===== src/rtl/core/bdq_pkg.sv =====
// Package with types, sizes and action codes of the bounded deque
`timescale 1ns / 1ps
package bdq_pkg;

    localparam int DEPTH         = 16;
    localparam int DATA_W        = 32;
    localparam int AW            = (DEPTH > 1) ? $clog2(DEPTH) : 1;
    localparam int CW            = $clog2(DEPTH + 1);
    localparam int ACTION_W      = 3;
    localparam int PAYLOAD_W     = 32;
    localparam int POS_W         = 5;
    localparam int RES_DATA_W    = 32;
    localparam int RES_COUNT_W   = 5;
    localparam int XW            = (CW > POS_W) ? CW : POS_W;

    localparam logic [ACTION_W-1:0] ACT_PUSH_FRONT = 3'd0;
    localparam logic [ACTION_W-1:0] ACT_PUSH_BACK  = 3'd1;
    localparam logic [ACTION_W-1:0] ACT_POP_FRONT  = 3'd2;
    localparam logic [ACTION_W-1:0] ACT_POP_BACK   = 3'd3;
    localparam logic [ACTION_W-1:0] ACT_PEEK_FRONT = 3'd4;
    localparam logic [ACTION_W-1:0] ACT_PEEK_BACK  = 3'd5;
    localparam logic [ACTION_W-1:0] ACT_REMOVE_AT  = 3'd6;

    typedef struct packed {
        logic [ACTION_W-1:0]  action;
        logic [PAYLOAD_W-1:0] payload;
        logic [POS_W-1:0]     position;
    } t_cmd;

    typedef struct packed {
        logic [RES_DATA_W-1:0]  data;
        logic                   ok;
        logic [RES_COUNT_W-1:0] count;
    } t_result;

endpackage


===== src/rtl/core/bdq_ram.sv =====
// Simple dual-port entry store with registered read data
`timescale 1ns / 1ps
module bdq_ram #(
    parameter int ADDR_W = 4,
    parameter int WORD_W = 32
) (
    input  logic              i_clk,
    input  logic              i_we,
    input  logic [ADDR_W-1:0] i_waddr,
    input  logic [WORD_W-1:0] i_wdata,
    input  logic [ADDR_W-1:0] i_raddr,
    output logic [WORD_W-1:0] o_rdata
);

    logic [WORD_W-1:0] r_mem [2**ADDR_W];
    logic [WORD_W-1:0] r_rdata;

    // write port
    always_ff @(posedge i_clk) begin
        if (i_we) begin
            r_mem[i_waddr] <= i_wdata;
        end
    end

    // read port, registered read data
    always_ff @(posedge i_clk) begin
        r_rdata <= r_mem[i_raddr];
    end

    assign o_rdata = r_rdata;

endmodule


===== src/rtl/core/bounded_deque_with_positional_remove_unit.sv =====
// A push or a failed command strobes its result in the cycle after acceptance.
// Pop and peek strobe after one entry-store read: the registered read data goes to the result register.
// Remove at position reads the entry there, then moves each later entry toward the front: one store move per cycle.
// busy stays high until the result strobe; the receiver cannot stall results.
// Reset (synchronous, active low) empties the deque; the entry store is not cleared.
`timescale 1ns / 1ps
module bounded_deque_with_positional_remove_unit
    import bdq_pkg::*;
(
    input  logic    i_clk,
    input  logic    i_rst_n,
    input  logic    start,
    input  t_cmd    i_cmd,
    output logic    busy,
    output logic    o_done,
    output t_result o_result
);

    typedef enum logic [1:0] {
        S_IDLE,
        S_READ,
        S_SHIFT
    } t_state;

    t_state          r_state, n_state;
    logic [AW-1:0]   r_head, n_head;
    logic [CW-1:0]   r_count, n_count;
    logic            r_remove, n_remove;
    logic [AW-1:0]   r_wr_ptr, n_wr_ptr;
    logic [AW-1:0]   r_rd_ptr, n_rd_ptr;
    logic [CW-1:0]   r_left, n_left;
    logic [DATA_W-1:0] r_data, n_data;
    logic            r_done, n_done;
    t_result         r_result, n_result;

    logic              mem_we;
    logic [AW-1:0]     mem_waddr;
    logic [DATA_W-1:0] mem_wdata;
    logic [AW-1:0]     mem_raddr;
    logic [DATA_W-1:0] mem_rdata;

    logic [DATA_W-1:0] word;
    logic [XW-1:0]     pos_x;
    logic [XW-1:0]     count_x;
    logic              pos_ok;
    logic [CW-1:0]     at_idx;

    // step a physical address forward with wrap
    function automatic logic [AW-1:0] ptr_inc(input logic [AW-1:0] p);
        logic [AW-1:0] r;
        if (p == AW'(DEPTH - 1)) r = '0;
        else                     r = p + 1'b1;
        return r;
    endfunction

    // step a physical address backward with wrap
    function automatic logic [AW-1:0] ptr_dec(input logic [AW-1:0] p);
        logic [AW-1:0] r;
        if (p == '0) r = AW'(DEPTH - 1);
        else         r = p - 1'b1;
        return r;
    endfunction

    // map a logical index from the front to a physical address
    function automatic logic [AW-1:0] phys(input logic [AW-1:0] h, input logic [CW-1:0] idx);
        logic [CW:0] s;
        s = (CW+1)'(h) + (CW+1)'(idx);
        if (s >= (CW+1)'(DEPTH)) s = s - (CW+1)'(DEPTH);
        return AW'(s);
    endfunction

    // build a result transaction
    function automatic t_result mk_result(input logic [DATA_W-1:0] d, input logic ok,
                                          input logic [CW-1:0] c);
        t_result r;
        r.data  = RES_DATA_W'(d);
        r.ok    = ok;
        r.count = RES_COUNT_W'(c);
        return r;
    endfunction

    bdq_ram #(
        .ADDR_W (AW),
        .WORD_W (DATA_W)
    ) u_ram (
        .i_clk   (i_clk),
        .i_we    (mem_we),
        .i_waddr (mem_waddr),
        .i_wdata (mem_wdata),
        .i_raddr (mem_raddr),
        .o_rdata (mem_rdata)
    );

    assign word    = DATA_W'(i_cmd.payload);
    assign pos_x   = XW'(i_cmd.position);
    assign count_x = XW'(r_count);
    assign pos_ok  = (pos_x != '0) && (pos_x <= count_x);
    assign at_idx  = CW'(pos_x - 1'b1);

    // decode commands and sequence store accesses
    always_comb begin
        n_state   = r_state;
        n_head    = r_head;
        n_count   = r_count;
        n_remove  = r_remove;
        n_wr_ptr  = r_wr_ptr;
        n_rd_ptr  = r_rd_ptr;
        n_left    = r_left;
        n_data    = r_data;
        n_done    = 1'b0;
        n_result  = r_result;
        mem_we    = 1'b0;
        mem_waddr = r_wr_ptr;
        mem_wdata = mem_rdata;
        mem_raddr = r_head;

        unique case (r_state)
            S_IDLE: begin
                if (start) begin
                    n_done   = 1'b1;
                    n_result = mk_result('0, 1'b0, r_count);
                    n_remove = 1'b0;
                    unique case (i_cmd.action)
                        ACT_PUSH_FRONT: begin
                            if (r_count < CW'(DEPTH)) begin
                                mem_we    = 1'b1;
                                mem_waddr = ptr_dec(r_head);
                                mem_wdata = word;
                                n_head    = ptr_dec(r_head);
                                n_count   = r_count + 1'b1;
                                n_result  = mk_result('0, 1'b1, r_count + 1'b1);
                            end
                        end
                        ACT_PUSH_BACK: begin
                            if (r_count < CW'(DEPTH)) begin
                                mem_we    = 1'b1;
                                mem_waddr = phys(r_head, r_count);
                                mem_wdata = word;
                                n_count   = r_count + 1'b1;
                                n_result  = mk_result('0, 1'b1, r_count + 1'b1);
                            end
                        end
                        ACT_POP_FRONT, ACT_PEEK_FRONT: begin
                            if (r_count != '0) begin
                                n_done    = 1'b0;
                                mem_raddr = r_head;
                                n_state   = S_READ;
                                if (i_cmd.action == ACT_POP_FRONT) begin
                                    n_head  = ptr_inc(r_head);
                                    n_count = r_count - 1'b1;
                                end
                            end
                        end
                        ACT_POP_BACK, ACT_PEEK_BACK: begin
                            if (r_count != '0) begin
                                n_done    = 1'b0;
                                mem_raddr = phys(r_head, r_count - 1'b1);
                                n_state   = S_READ;
                                if (i_cmd.action == ACT_POP_BACK) begin
                                    n_count = r_count - 1'b1;
                                end
                            end
                        end
                        ACT_REMOVE_AT: begin
                            if (pos_ok) begin
                                n_done    = 1'b0;
                                mem_raddr = phys(r_head, at_idx);
                                n_wr_ptr  = phys(r_head, at_idx);
                                n_left    = CW'(count_x - pos_x);
                                n_remove  = 1'b1;
                                n_state   = S_READ;
                            end
                        end
                        default: begin
                        end
                    endcase
                end
            end
            S_READ: begin
                // word for the result arrives from the store
                if (!r_remove) begin
                    n_done   = 1'b1;
                    n_result = mk_result(mem_rdata, 1'b1, r_count);
                    n_state  = S_IDLE;
                end else if (r_left == '0) begin
                    n_done   = 1'b1;
                    n_result = mk_result(mem_rdata, 1'b1, r_count - 1'b1);
                    n_count  = r_count - 1'b1;
                    n_state  = S_IDLE;
                end else begin
                    n_data    = mem_rdata;
                    mem_raddr = ptr_inc(r_wr_ptr);
                    n_rd_ptr  = ptr_inc(r_wr_ptr);
                    n_state   = S_SHIFT;
                end
            end
            S_SHIFT: begin
                // move one entry toward the front each cycle, reads run one ahead
                mem_we    = 1'b1;
                mem_waddr = r_wr_ptr;
                mem_wdata = mem_rdata;
                n_wr_ptr  = ptr_inc(r_wr_ptr);
                n_left    = r_left - 1'b1;
                mem_raddr = ptr_inc(r_rd_ptr);
                n_rd_ptr  = ptr_inc(r_rd_ptr);
                if (r_left == CW'(1)) begin
                    n_done   = 1'b1;
                    n_result = mk_result(r_data, 1'b1, r_count - 1'b1);
                    n_count  = r_count - 1'b1;
                    n_state  = S_IDLE;
                end
            end
            default: begin
                n_state = S_IDLE;
            end
        endcase
    end

    // hold state, pointers and the registered result
    always_ff @(posedge i_clk) begin
        if (!i_rst_n) begin
            r_state  <= S_IDLE;
            r_head   <= '0;
            r_count  <= '0;
            r_remove <= 1'b0;
            r_left   <= '0;
            r_done   <= 1'b0;
        end else begin
            r_state  <= n_state;
            r_head   <= n_head;
            r_count  <= n_count;
            r_remove <= n_remove;
            r_left   <= n_left;
            r_done   <= n_done;
        end
        r_wr_ptr <= n_wr_ptr;
        r_rd_ptr <= n_rd_ptr;
        r_data   <= n_data;
        r_result <= n_result;
    end

    assign busy     = (r_state != S_IDLE);
    assign o_done   = r_done;
    assign o_result = r_result;

endmodule


===== config.mk =====
export PLATFORM = sky130hd
export DESIGN_NAME = bounded_deque_with_positional_remove_unit
export DESIGN_NICKNAME = d
export VERILOG_FILES = /design/src/rtl/core/bdq_pkg.sv /design/src/rtl/core/bdq_ram.sv /design/src/rtl/core/bounded_deque_with_positional_remove_unit.sv
export SDC_FILE = /design/constraint.sdc
export NUM_CORES = 1
export LEC_CHECK = 0
export BUFFER_PORTS_ARGS = -buffer_cell sky130_fd_sc_hd__clkbuf_2
export CORE_UTILIZATION = 60
export CTS_CLUSTER_SIZE = 14
export DETAILED_ROUTE_END_ITERATION = 16
export HOLD_SLACK_MARGIN = 0.1
export PLACE_DENSITY = 0.89
export SYNTH_ARGS = -nofsm -noshare
export SYNTH_HDL_FRONTEND = slang
export SYNTH_SLANG_ARGS = --single-unit

===== constraint.sdc =====
create_clock -name i_clk -period 16.65 [get_ports i_clk]
set_clock_uncertainty 0.15 [all_clocks]
set_input_delay 2.4975 -clock i_clk [delete_from_list [all_inputs] [get_ports i_clk]]
set_output_delay 2.4975 -clock i_clk [all_outputs]
set_load 0.01 [all_outputs]

==> impl_metrics.ini, run 1 <==
[outcome]
outcome = completed

[clocking]
cts.reportedPaths.clkPinSlew_ns = 0.06
clock_path_buffers = 3
cts_tree = yes
clkSinkCount = 640
cts_resized = 0
cts_made_buffers = 59
htreeDepth = 2
hold_buffers = 0
clock_latency_ns = 0.64
cts_root_buffer = clkbuf_16
postCtsSetupBuffers = 0

[logic_synthesis]
synthDistinctLibCells = 66
synthTopCellsByArea = edfxtp_1 66%, mux2i_1 5.1%, dfxtp_1 3.7%
syn_inst = 1813
async_reset_ff_share_pct = 0
syn-num-nets = 1889
yosysSeqAreaShare_pct = 69.8
synth-edff-count = 590
synth_top_cell_by_area = edfxtp_1
synth_area_mm2 = 0.0268
ys_seq_elements = 640
synthFlopType = edfxtp_1
yosys_warnings = 0
synth_top_cell_area_share_pct = 66.0
syn_avg_cell_area_um2 = 14.8

[placed_design]
dp_slack_ns = 8.92
dpl_cell_area_mm2 = 0.0279
routabilityCongestion = 0.869
dpl.hpwl_um = 34600
io_buffers = 82

[grt]
grt_start_max_net_pins = 255
grt_pass1_wl_um = 95100
globalRouteTotalUtil_pct = 28.4
grt_pass1_vias = 15900
gr-total-overflow = 0
antenna_found_initial = 0

[worst_setup_path]
cpLargestDelayFamily = buffers and inverters
path_common_cell = buf_4
start_kind = primary input
critPathCaptureType = flop
worstPathMaxFanout = 71
cp_data_required_time_ns = 16.99
cpPeakStageDelay_ns = 0.97
cp.arrival_ns = 7.56
cp_slowest_cell = buf_4
path_class = primary input to flop
path_cells = clkbuf_2, inv_1, ha_1, a21oi_1, o211ai_1, nand4_1, a41oi_1, o221ai_4, buf_4, buf_4, buf_4, mux2_1, o211ai_1, nand4_1
path_buf_inv = 5

[floorplanning]
coreArea_mm2 = 0.0441
die_width_um = 213
dieArea_mm2 = 0.0456
start_util_pct = 60.8
rows = 77
dieHeight_um = 213
io_pins = 83

[pwr]
ir_drop_uv = 105
p_leak_nw = 10.6
p_per_area_mw_per_mm2 = 147

[sta]
setup_violations = 0
period_share_pct = 43.3
max_freq_mhz = 139
worst_slew_pin_slew_ns = 1.18
tns_ns = 0
min_period_ns = 7.22
rsz0062_at_grt = false
fin_hold_ws_ns = 0.319
finalHoldViolations = 0
final_max_slew_viol_count = 0
layout_setup_ws_ns = 9.43
max_slew_margin_pct = 20.3

[final_layout]
post-route-cell-area_mm2 = 0.0298
diodes = 0
area_growth_pct = 10.9
drive_above_1_share_pct = 14.2
layout.nets = 1960

[route]
first_pass_iters = 5
ant_nets = 0
drt-initial-drc-count = 2234
vias_per_cell = 6.43
routed_wirelength_um = 64500
via_count = 16300
routedWlPerCell_um = 25.5
drc = 0

[worst_hold_path]
hold_class = flop to flop

[run]
drv_cap = 0
## synthesized netlist by cell type (3+ instances only)
library cell and n:
edfxtp_1 590, nand2_1 259, mux2i_1 138, o211ai_1 129, mux2_1 86, clkbuf_1 52, dfxtp_1 50, nor2_1 45
mux2_2 43, nor2b_1 40, a21oi_1 35, o21ai_0 35, a22oi_1 34, nand4_1 33, inv_1 32, ha_1 29
buf_4 16, xnor2_1 16, buf_1 15, buf_6 11, nor3_1 11, nand3_1 9, xor2_1 9, and2_1 8
buf_2 8, a21o_1 7, a31oi_1 6, a211oi_1 5, a221oi_1 4, fa_1 4, o21a_1 4, or3_1 4
nor4_1 3, o221a_2 3, o22ai_1 3
## area by class of cell
cell class,instances,area (um2)
sequential,640,18700
fill,2777,14400
multi-input combinational,1038,7650
clock buffer,91,1670
tap,592,741
timing repair buffer,113,656
clock inverter,20,201
inverter,32,120
## placed cells by master, fill, tap and decap left out, drive strengths merged, types with 31 or more instances in the layout
| master | count |
|---|---|
| a21oi | 35 |
| a22oi | 34 |
| buf | 31 |
| clkbuf | 173 |
| dfxtp | 50 |
| edfxtp | 590 |
| inv | 35 |
| mux2 | 129 |
| mux2i | 138 |
| nand2 | 259 |
| nand4 | 33 |
| nor2 | 45 |
| nor2b | 40 |
| o211ai | 129 |
| o21ai | 36 |
## metrics by stage
step,power [mW],std cells,util (%)
global route,4.52,2526,67.4
global placement,3.01,2415,63.2
CTS,4.36,2526,67.4
floorplan,2.78,1813,-
finish,4.37,2526,67.4
detailed placement,3.07,2415,63.2
## state kept, by name, summed over array words and instances, names as in the netlist
signal / flops
u_ram.r_mem: 512
r_remove: 1
r_data: 32
r_head: 4
r_left: 5
o_result: 38
o_done: 1
count_x: 5
u_ram.o_rdata: 32
r_state: 2
r_rd_ptr: 4
r_wr_ptr: 4
## path summary, 6_finish.rpt
| check | depth (start not counted) | slack [ns] | endpoint | start |
|---|---|---|---|---|
| worst max register to register | 14 | 10.48 | u_ram.o_rdata[21] | r_state[1] |
| worst max-delay path | 14 | 9.43 | u_ram.o_rdata[21] | i_cmd[2] |
| worst min-delay path | 0 | 0.32 | r_data[29] | u_ram.o_rdata[29] |
| worst min register to register | 0 | 0.32 | r_data[29] | u_ram.o_rdata[29] |
## routing by layer
layer / routed length (um) / vias up / GRT usage (%)
met5: 0 / - / 0
met4: 2030 / 0 / 10.2
met3: 6620 / 168 / 5.14
met2: 31400 / 1002 / 46.9
met1: 24400 / 8023 / 38.1
li1: - / 7060 / -
## logic make-up (layout without fill, tap and decap cells)
kind of cell	Yosys count	after routing	share of synthesized area, %
adder cells (fa/ha/maj)	33	33	1.65
multiplexers	267	267	10.6
XOR/XNOR	25	25	0.816
AO/OA/AOI/OAI	291	291	7.72
flip-flops	640	640	69.8
AND/OR/NAND/NOR	422	422	7.00
buffers and inverters	135	256	2.47
## worst reg2reg max path, stage by stage (launching register included)
cell and delay (ns):
dfxtp_1 0.39, inv_1 0.08, ha_1 0.23, buf_4 0.29, and2_1 0.29, and3_1 0.17, a2111o_1 0.44, nand4b_1 0.25
o221ai_4 0.09, buf_4 0.74, buf_4 1.04, buf_4 1.04, mux2_1 0.45, o211ai_1 0.22, nand4_1 0.15
## power by group
| part | switching [mW] | internal [mW] |
|---|---|---|
| clock | 0.583 | 0.725 |
| sequential | 0.103 | 2.07 |
| combinational | 0.603 | 0.280 |
| total | 1.29 | 3.08 |
No activity file was read; power rests on OpenSTA's default activity.
==> run 2, diff against run 1 <==
Clock period 16.65 ns to 7.2 ns, I/O delays scaled along.
==> impl_metrics.ini, run 2 (same netlist as run 1, synthesis figures left out) <==
[clocking]
cts_made_buffers = 60
cts.reportedPaths.clkPinSlew_ns = 0.06
cts_resized = 0
cts_root_buffer = clkbuf_16
htreeDepth = 2
clock_path_buffers = 3
cts_tree = yes
clkSinkCount = 640
postCtsSetupBuffers = 0
clock_latency_ns = 0.66
hold_buffers = 0

[worst_setup_path]
path_cells = inv_1, ha_1, inv_1, ha_1, a21o_1, a21oi_1, xnor2_1, o21ba_1, o21ai_0, a211o_1, a21oi_4, o211ai_1, nand4_1
start_kind = flop
critPathCaptureType = flop
worst-r2r-cell-count = 13
cp_slowest_cell = a21oi_4
r2r_end = u_ram.o_rdata[6]
cp.arrival_ns = 5.06
cp_data_required_time_ns = 7.60
r2r-start = count_x[1]
rrSetupSlack_ns = 2.53
path_class = flop to flop
path_depth = 13
cpPeakStageDelay_ns = 1.05
path_buf_inv = 2
worstPathMaxFanout = 32
cpLargestDelayFamily = compound AO/OA/AOI/OAI gates

[sta]
layout_setup_ws_ns = 2.53
min_period_ns = 4.67
worst_slew_pin_slew_ns = 1.36
finalHoldViolations = 0
setup_violations = 0
max_freq_mhz = 214
final_max_slew_viol_count = 0
tns_ns = 0
rsz0062_at_grt = false
fin_hold_ws_ns = 0.346
period_share_pct = 64.8
max_slew_margin_pct = 9.33

[grt]
grt_pass1_wl_um = 94900
grt_pass1_vias = 16200
grt_start_max_net_pins = 151
gr-total-overflow = 0
globalRouteTotalUtil_pct = 28.1
antenna_found_initial = 1

[floorplanning]
dieHeight_um = 213
start_util_pct = 60.8
die_width_um = 213
coreArea_mm2 = 0.0441
dieArea_mm2 = 0.0456
rows = 77
io_pins = 83

[final_layout]
largest_register_ffs = 512
layout.nets = 1944
final_cell_mix = 590 x edfxtp_1, 259 x nand2_1, 138 x mux2i_1
layout_commonest_cell = edfxtp_1
area_growth_pct = 10.9
finalCoreUtilization_pct = 67.5
largest_register = u_ram.r_mem
drive_above_1_share_pct = 13.8
final_cells = 2513
n_fill_cell = 2707

[run]
drv_cap = 0

[pwr]
ir_drop_uv = 224
p_leak_nw = 10.6
p_per_area_mw_per_mm2 = 346

[worst_hold_path]
min_from = u_ram.o_rdata[26]
hold_class = flop to flop
hold_path_end = r_data[26]
hold_depth = 0

[placed_design]
io_buffers = 82
dp_slack_ns = 2.15
dpl.hpwl_um = 35500
dp_cells = 2398
routabilityCongestion = 0.902

[route]
via_count = 16400
first_pass_iters = 7
ant_nets = 0
drt-initial-drc-count = 1938
drc = 0
routedWlPerCell_um = 25.4
routed_wirelength_um = 63800
vias_per_cell = 6.51

[outcome]
outcome = completed
==> run 2: power by group <==
part / switching [mW] / internal [mW]
Clock: 1.39 / 1.73
Combinational: 1.44 / 0.651
Sequential: 0.281 / 4.80
Total: 3.11 / 7.18
==> run 2: layer usage <==
metal | global-route usage (%) | share of wire, %
met1 | 36.3 | 38
met5 | 0 | 0
met4 | 12.1 | 3.7
met3 | 6.71 | 10
met2 | 45.9 | 49
==> run 2: worst max-delay path by stage <==
stage	startpoint	endpoint
floorplan	r_left[0]	o_result[0]
global placement	i_cmd[38]	u_ram.r_mem[12][23]
detailed placement	i_cmd[38]	u_ram.r_mem[14][14]
CTS	count_x[1]	u_ram.o_rdata[1]
global route	count_x[1]	u_ram.o_rdata[16]
finish	count_x[1]	u_ram.o_rdata[6]
==> run 2: stage by stage <==
stage / cell area [um2] / power (mW)
2_1_floorplan: 26800 / 6.42
3_3_place_gp: 27800 / 7.03
3_5_place_dp: 27800 / 7.14
4_1_cts: 29800 / 10.2
5_1_grt: 29800 / 10.6
6_report: 29800 / 10.3
==> run 2: area by class of cell <==
class	count	area [um2]	area share, %
Clock inverter	29	249	0.837
Clock buffer	84	1700	5.72
Multi-Input combinational cell	1038	7650	25.7
Antenna cell	2	5.00	0.0168
Tap cell	592	741	2.49
Sequential cell	640	18700	62.9
Inverter	32	120	0.404
Timing Repair Buffer	96	578	1.94
==> run 3, diff against run 2 <==
Settings changed: ABC_AREA set to 1.
Clock period 7.2 ns to 4.6 ns, I/O delays scaled along.
==> impl_metrics.ini, run 3 <==
[placed_design]
io_buffers = 82
routabilityCongestion = 0.939
dpl_cell_area_mm2 = 0.0299
dpl.hpwl_um = 44000
dp_slack_ns = 0.241

[worst_setup_path]
critPathCaptureType = flop
crit_path_start = r_head[0]
path_common_cell = buf_4
r2r_end = u_ram.r_mem[0][24]
rrSetupSlack_ns = 0.64
start_kind = flop
path_buf_inv = 3
cpPeakStageDelay_ns = 0.90
path_cells = ha_1, inv_1, fa_1, a21oi_1, o32ai_1, nand3_1, buf_4, nor2_4, buf_4
worst-r2r-cell-count = 9
r2r-start = r_head[0]
cpLargestDelayFamily = simple AND/OR/NAND/NOR gates
cp_slowest_cell = nor2_4
cp.arrival_ns = 4.14
cp_data_required_time_ns = 4.78
path_class = flop to flop
worstPathMaxFanout = 25

[floorplanning]
rows = 79
dieArea_mm2 = 0.0489
coreArea_mm2 = 0.0470
dieHeight_um = 221
io_pins = 83
die_width_um = 221
start_util_pct = 61.4

[clocking]
clkSinkCount = 640
clock_path_buffers = 3
postCtsSetupBuffers = 0
cts_made_buffers = 58
hold_buffers = 0
clock_latency_ns = 0.63
cts_tree = yes
cts_root_buffer = clkbuf_16
cts_resized = 0
cts.reportedPaths.clkPinSlew_ns = 0.07
htreeDepth = 2

[logic_synthesis]
synthDistinctLibCells = 50
async_reset_ff_share_pct = 0
synthTopCellsByArea = edfxtp_1 61%, nand3_1 10%, nand2_1 8.7%
yosys_warnings = 0
synth_top_cell_by_area = edfxtp_1
synth-edff-count = 590
synth_area_mm2 = 0.0288
ys_seq_elements = 640
syn-num-nets = 2858
synth_top_cell_area_share_pct = 61.5
syn_avg_cell_area_um2 = 10.4
yosysMostFrequentCell = nand2_1
yosysSeqAreaShare_pct = 65.0
syn_inst = 2782
synthFlopType = edfxtp_1
synth_top_cells_by_count = 671 x nand2_1, 603 x nand3_1, 590 x edfxtp_1

[route]
routedWlPerCell_um = 21.6
wl_met2_um = 35300
wl_met3_um = 9730
first_pass_iters = 6
wl_met1_um = 26600
drc = 0
highest_layer = met4
ant_nets = 0
routed_wirelength_um = 75300
drt-initial-drc-count = 3210
vias_per_cell = 6.15
via_count = 21400

[final_layout]
area_growth_pct = 10.3
post-route-cell-area_mm2 = 0.0318
final_cell_mix = 670 x nand2_1, 603 x nand3_1, 590 x edfxtp_1
finalCoreUtilization_pct = 67.7
layout_commonest_cell = nand2_1
diodes = 0
largest_register = u_ram.r_mem
drive_above_1_share_pct = 9.43
n_fill_cell = 3106
layout.nets = 2900
largest_register_ffs = 512

[worst_hold_path]
hold_path_end = r_data[26]
min_from = u_ram.o_rdata[26]
hold_depth = 0
hold_class = flop to flop

[grt]
grt_start_max_net_pins = 129
antenna_found_initial = 0
globalRouteTotalUtil_pct = 30.6
grt_pass1_wl_um = 116000
gr-total-overflow = 0
grt_pass1_vias = 21100

[sta]
period_share_pct = 86.1
worst_slew_pin_slew_ns = 1.23
min_period_ns = 3.96
max_freq_mhz = 253
tns_ns = 0
setup_violations = 0
finalHoldViolations = 0
final_max_slew_viol_count = 0
layout_setup_ws_ns = 0.640
rsz0062_at_grt = false
max_slew_margin_pct = 17.8

[pwr]
ir_drop_uv = 476
p_per_area_mw_per_mm2 = 659
p_leak_nw = 13.0

[run]
drv_cap = 0

[outcome]
outcome = completed
## run 3: cell types whose count changed after synthesis, moves of 62 or more
cell      before  now
mux2i_1      138    0
nand3_1        9  603
inv_1         32  382
nand3b_1       2   64
mux2_1        86    0
nand2_1      259  671
buf_2          8   77
o211ai_1     129    2
## run 3: cell type report
class	count	area, um2	share of cell area [%]
inverters	390	1460	4.61
flip-flops and latches	640	18700	58.9
clock buffers	86	1660	5.22
repair buffers	139	988	3.11
well taps	607	759	2.39
multi-input cells	1595	8000	25.2
clock inverters	23	199	0.626
## run 3: cells by family (layout without fill, tap and decap cells)
logic type	Yosys count	in the layout	share of synthesized area, %
buf+inv	547	638	7.98
compound gates	131	131	2.78
simple gates	1411	1411	22.1
fa+ha+maj	33	33	1.54
xor+xnor	20	20	0.634
flops	640	640	65.0
## run 3: worst max path at each step
stage	cells after the start	end	slack, ns
5_1_grt	18	u_ram.o_rdata[0]	0.43
2_1_floorplan	6	o_result[0]	0.44
6_report	9	u_ram.r_mem[0][24]	0.64
3_3_place_gp	16	u_ram.r_mem[2][3]	0.31
3_5_place_dp	15	u_ram.r_mem[2][25]	0.24
4_1_cts	18	u_ram.o_rdata[2]	0.75
## run 3: power breakdown
part | switching (mW) | internal (mW)
registers | 0.465 | 7.90
logic | 5.68 | 2.13
clock network | 2.10 | 2.66
## run 3: per-layer routing
layer  vias up  GRT usage, %
met5         -             0
met4         0          15.8
met3       306          7.18
met2      1637          48.5
li1       9457             -
met1     10000          39.5
## run 3: metrics by stage
step	power (mW)	cells	hold slack, ns
CTS	20.7	3480	0.312
global placement	15.7	3371	0.293
global route	21.8	3480	0.325
floorplan	13.6	2782	0.281
finish	20.9	3480	0.313
detailed placement	16.0	3371	0.300
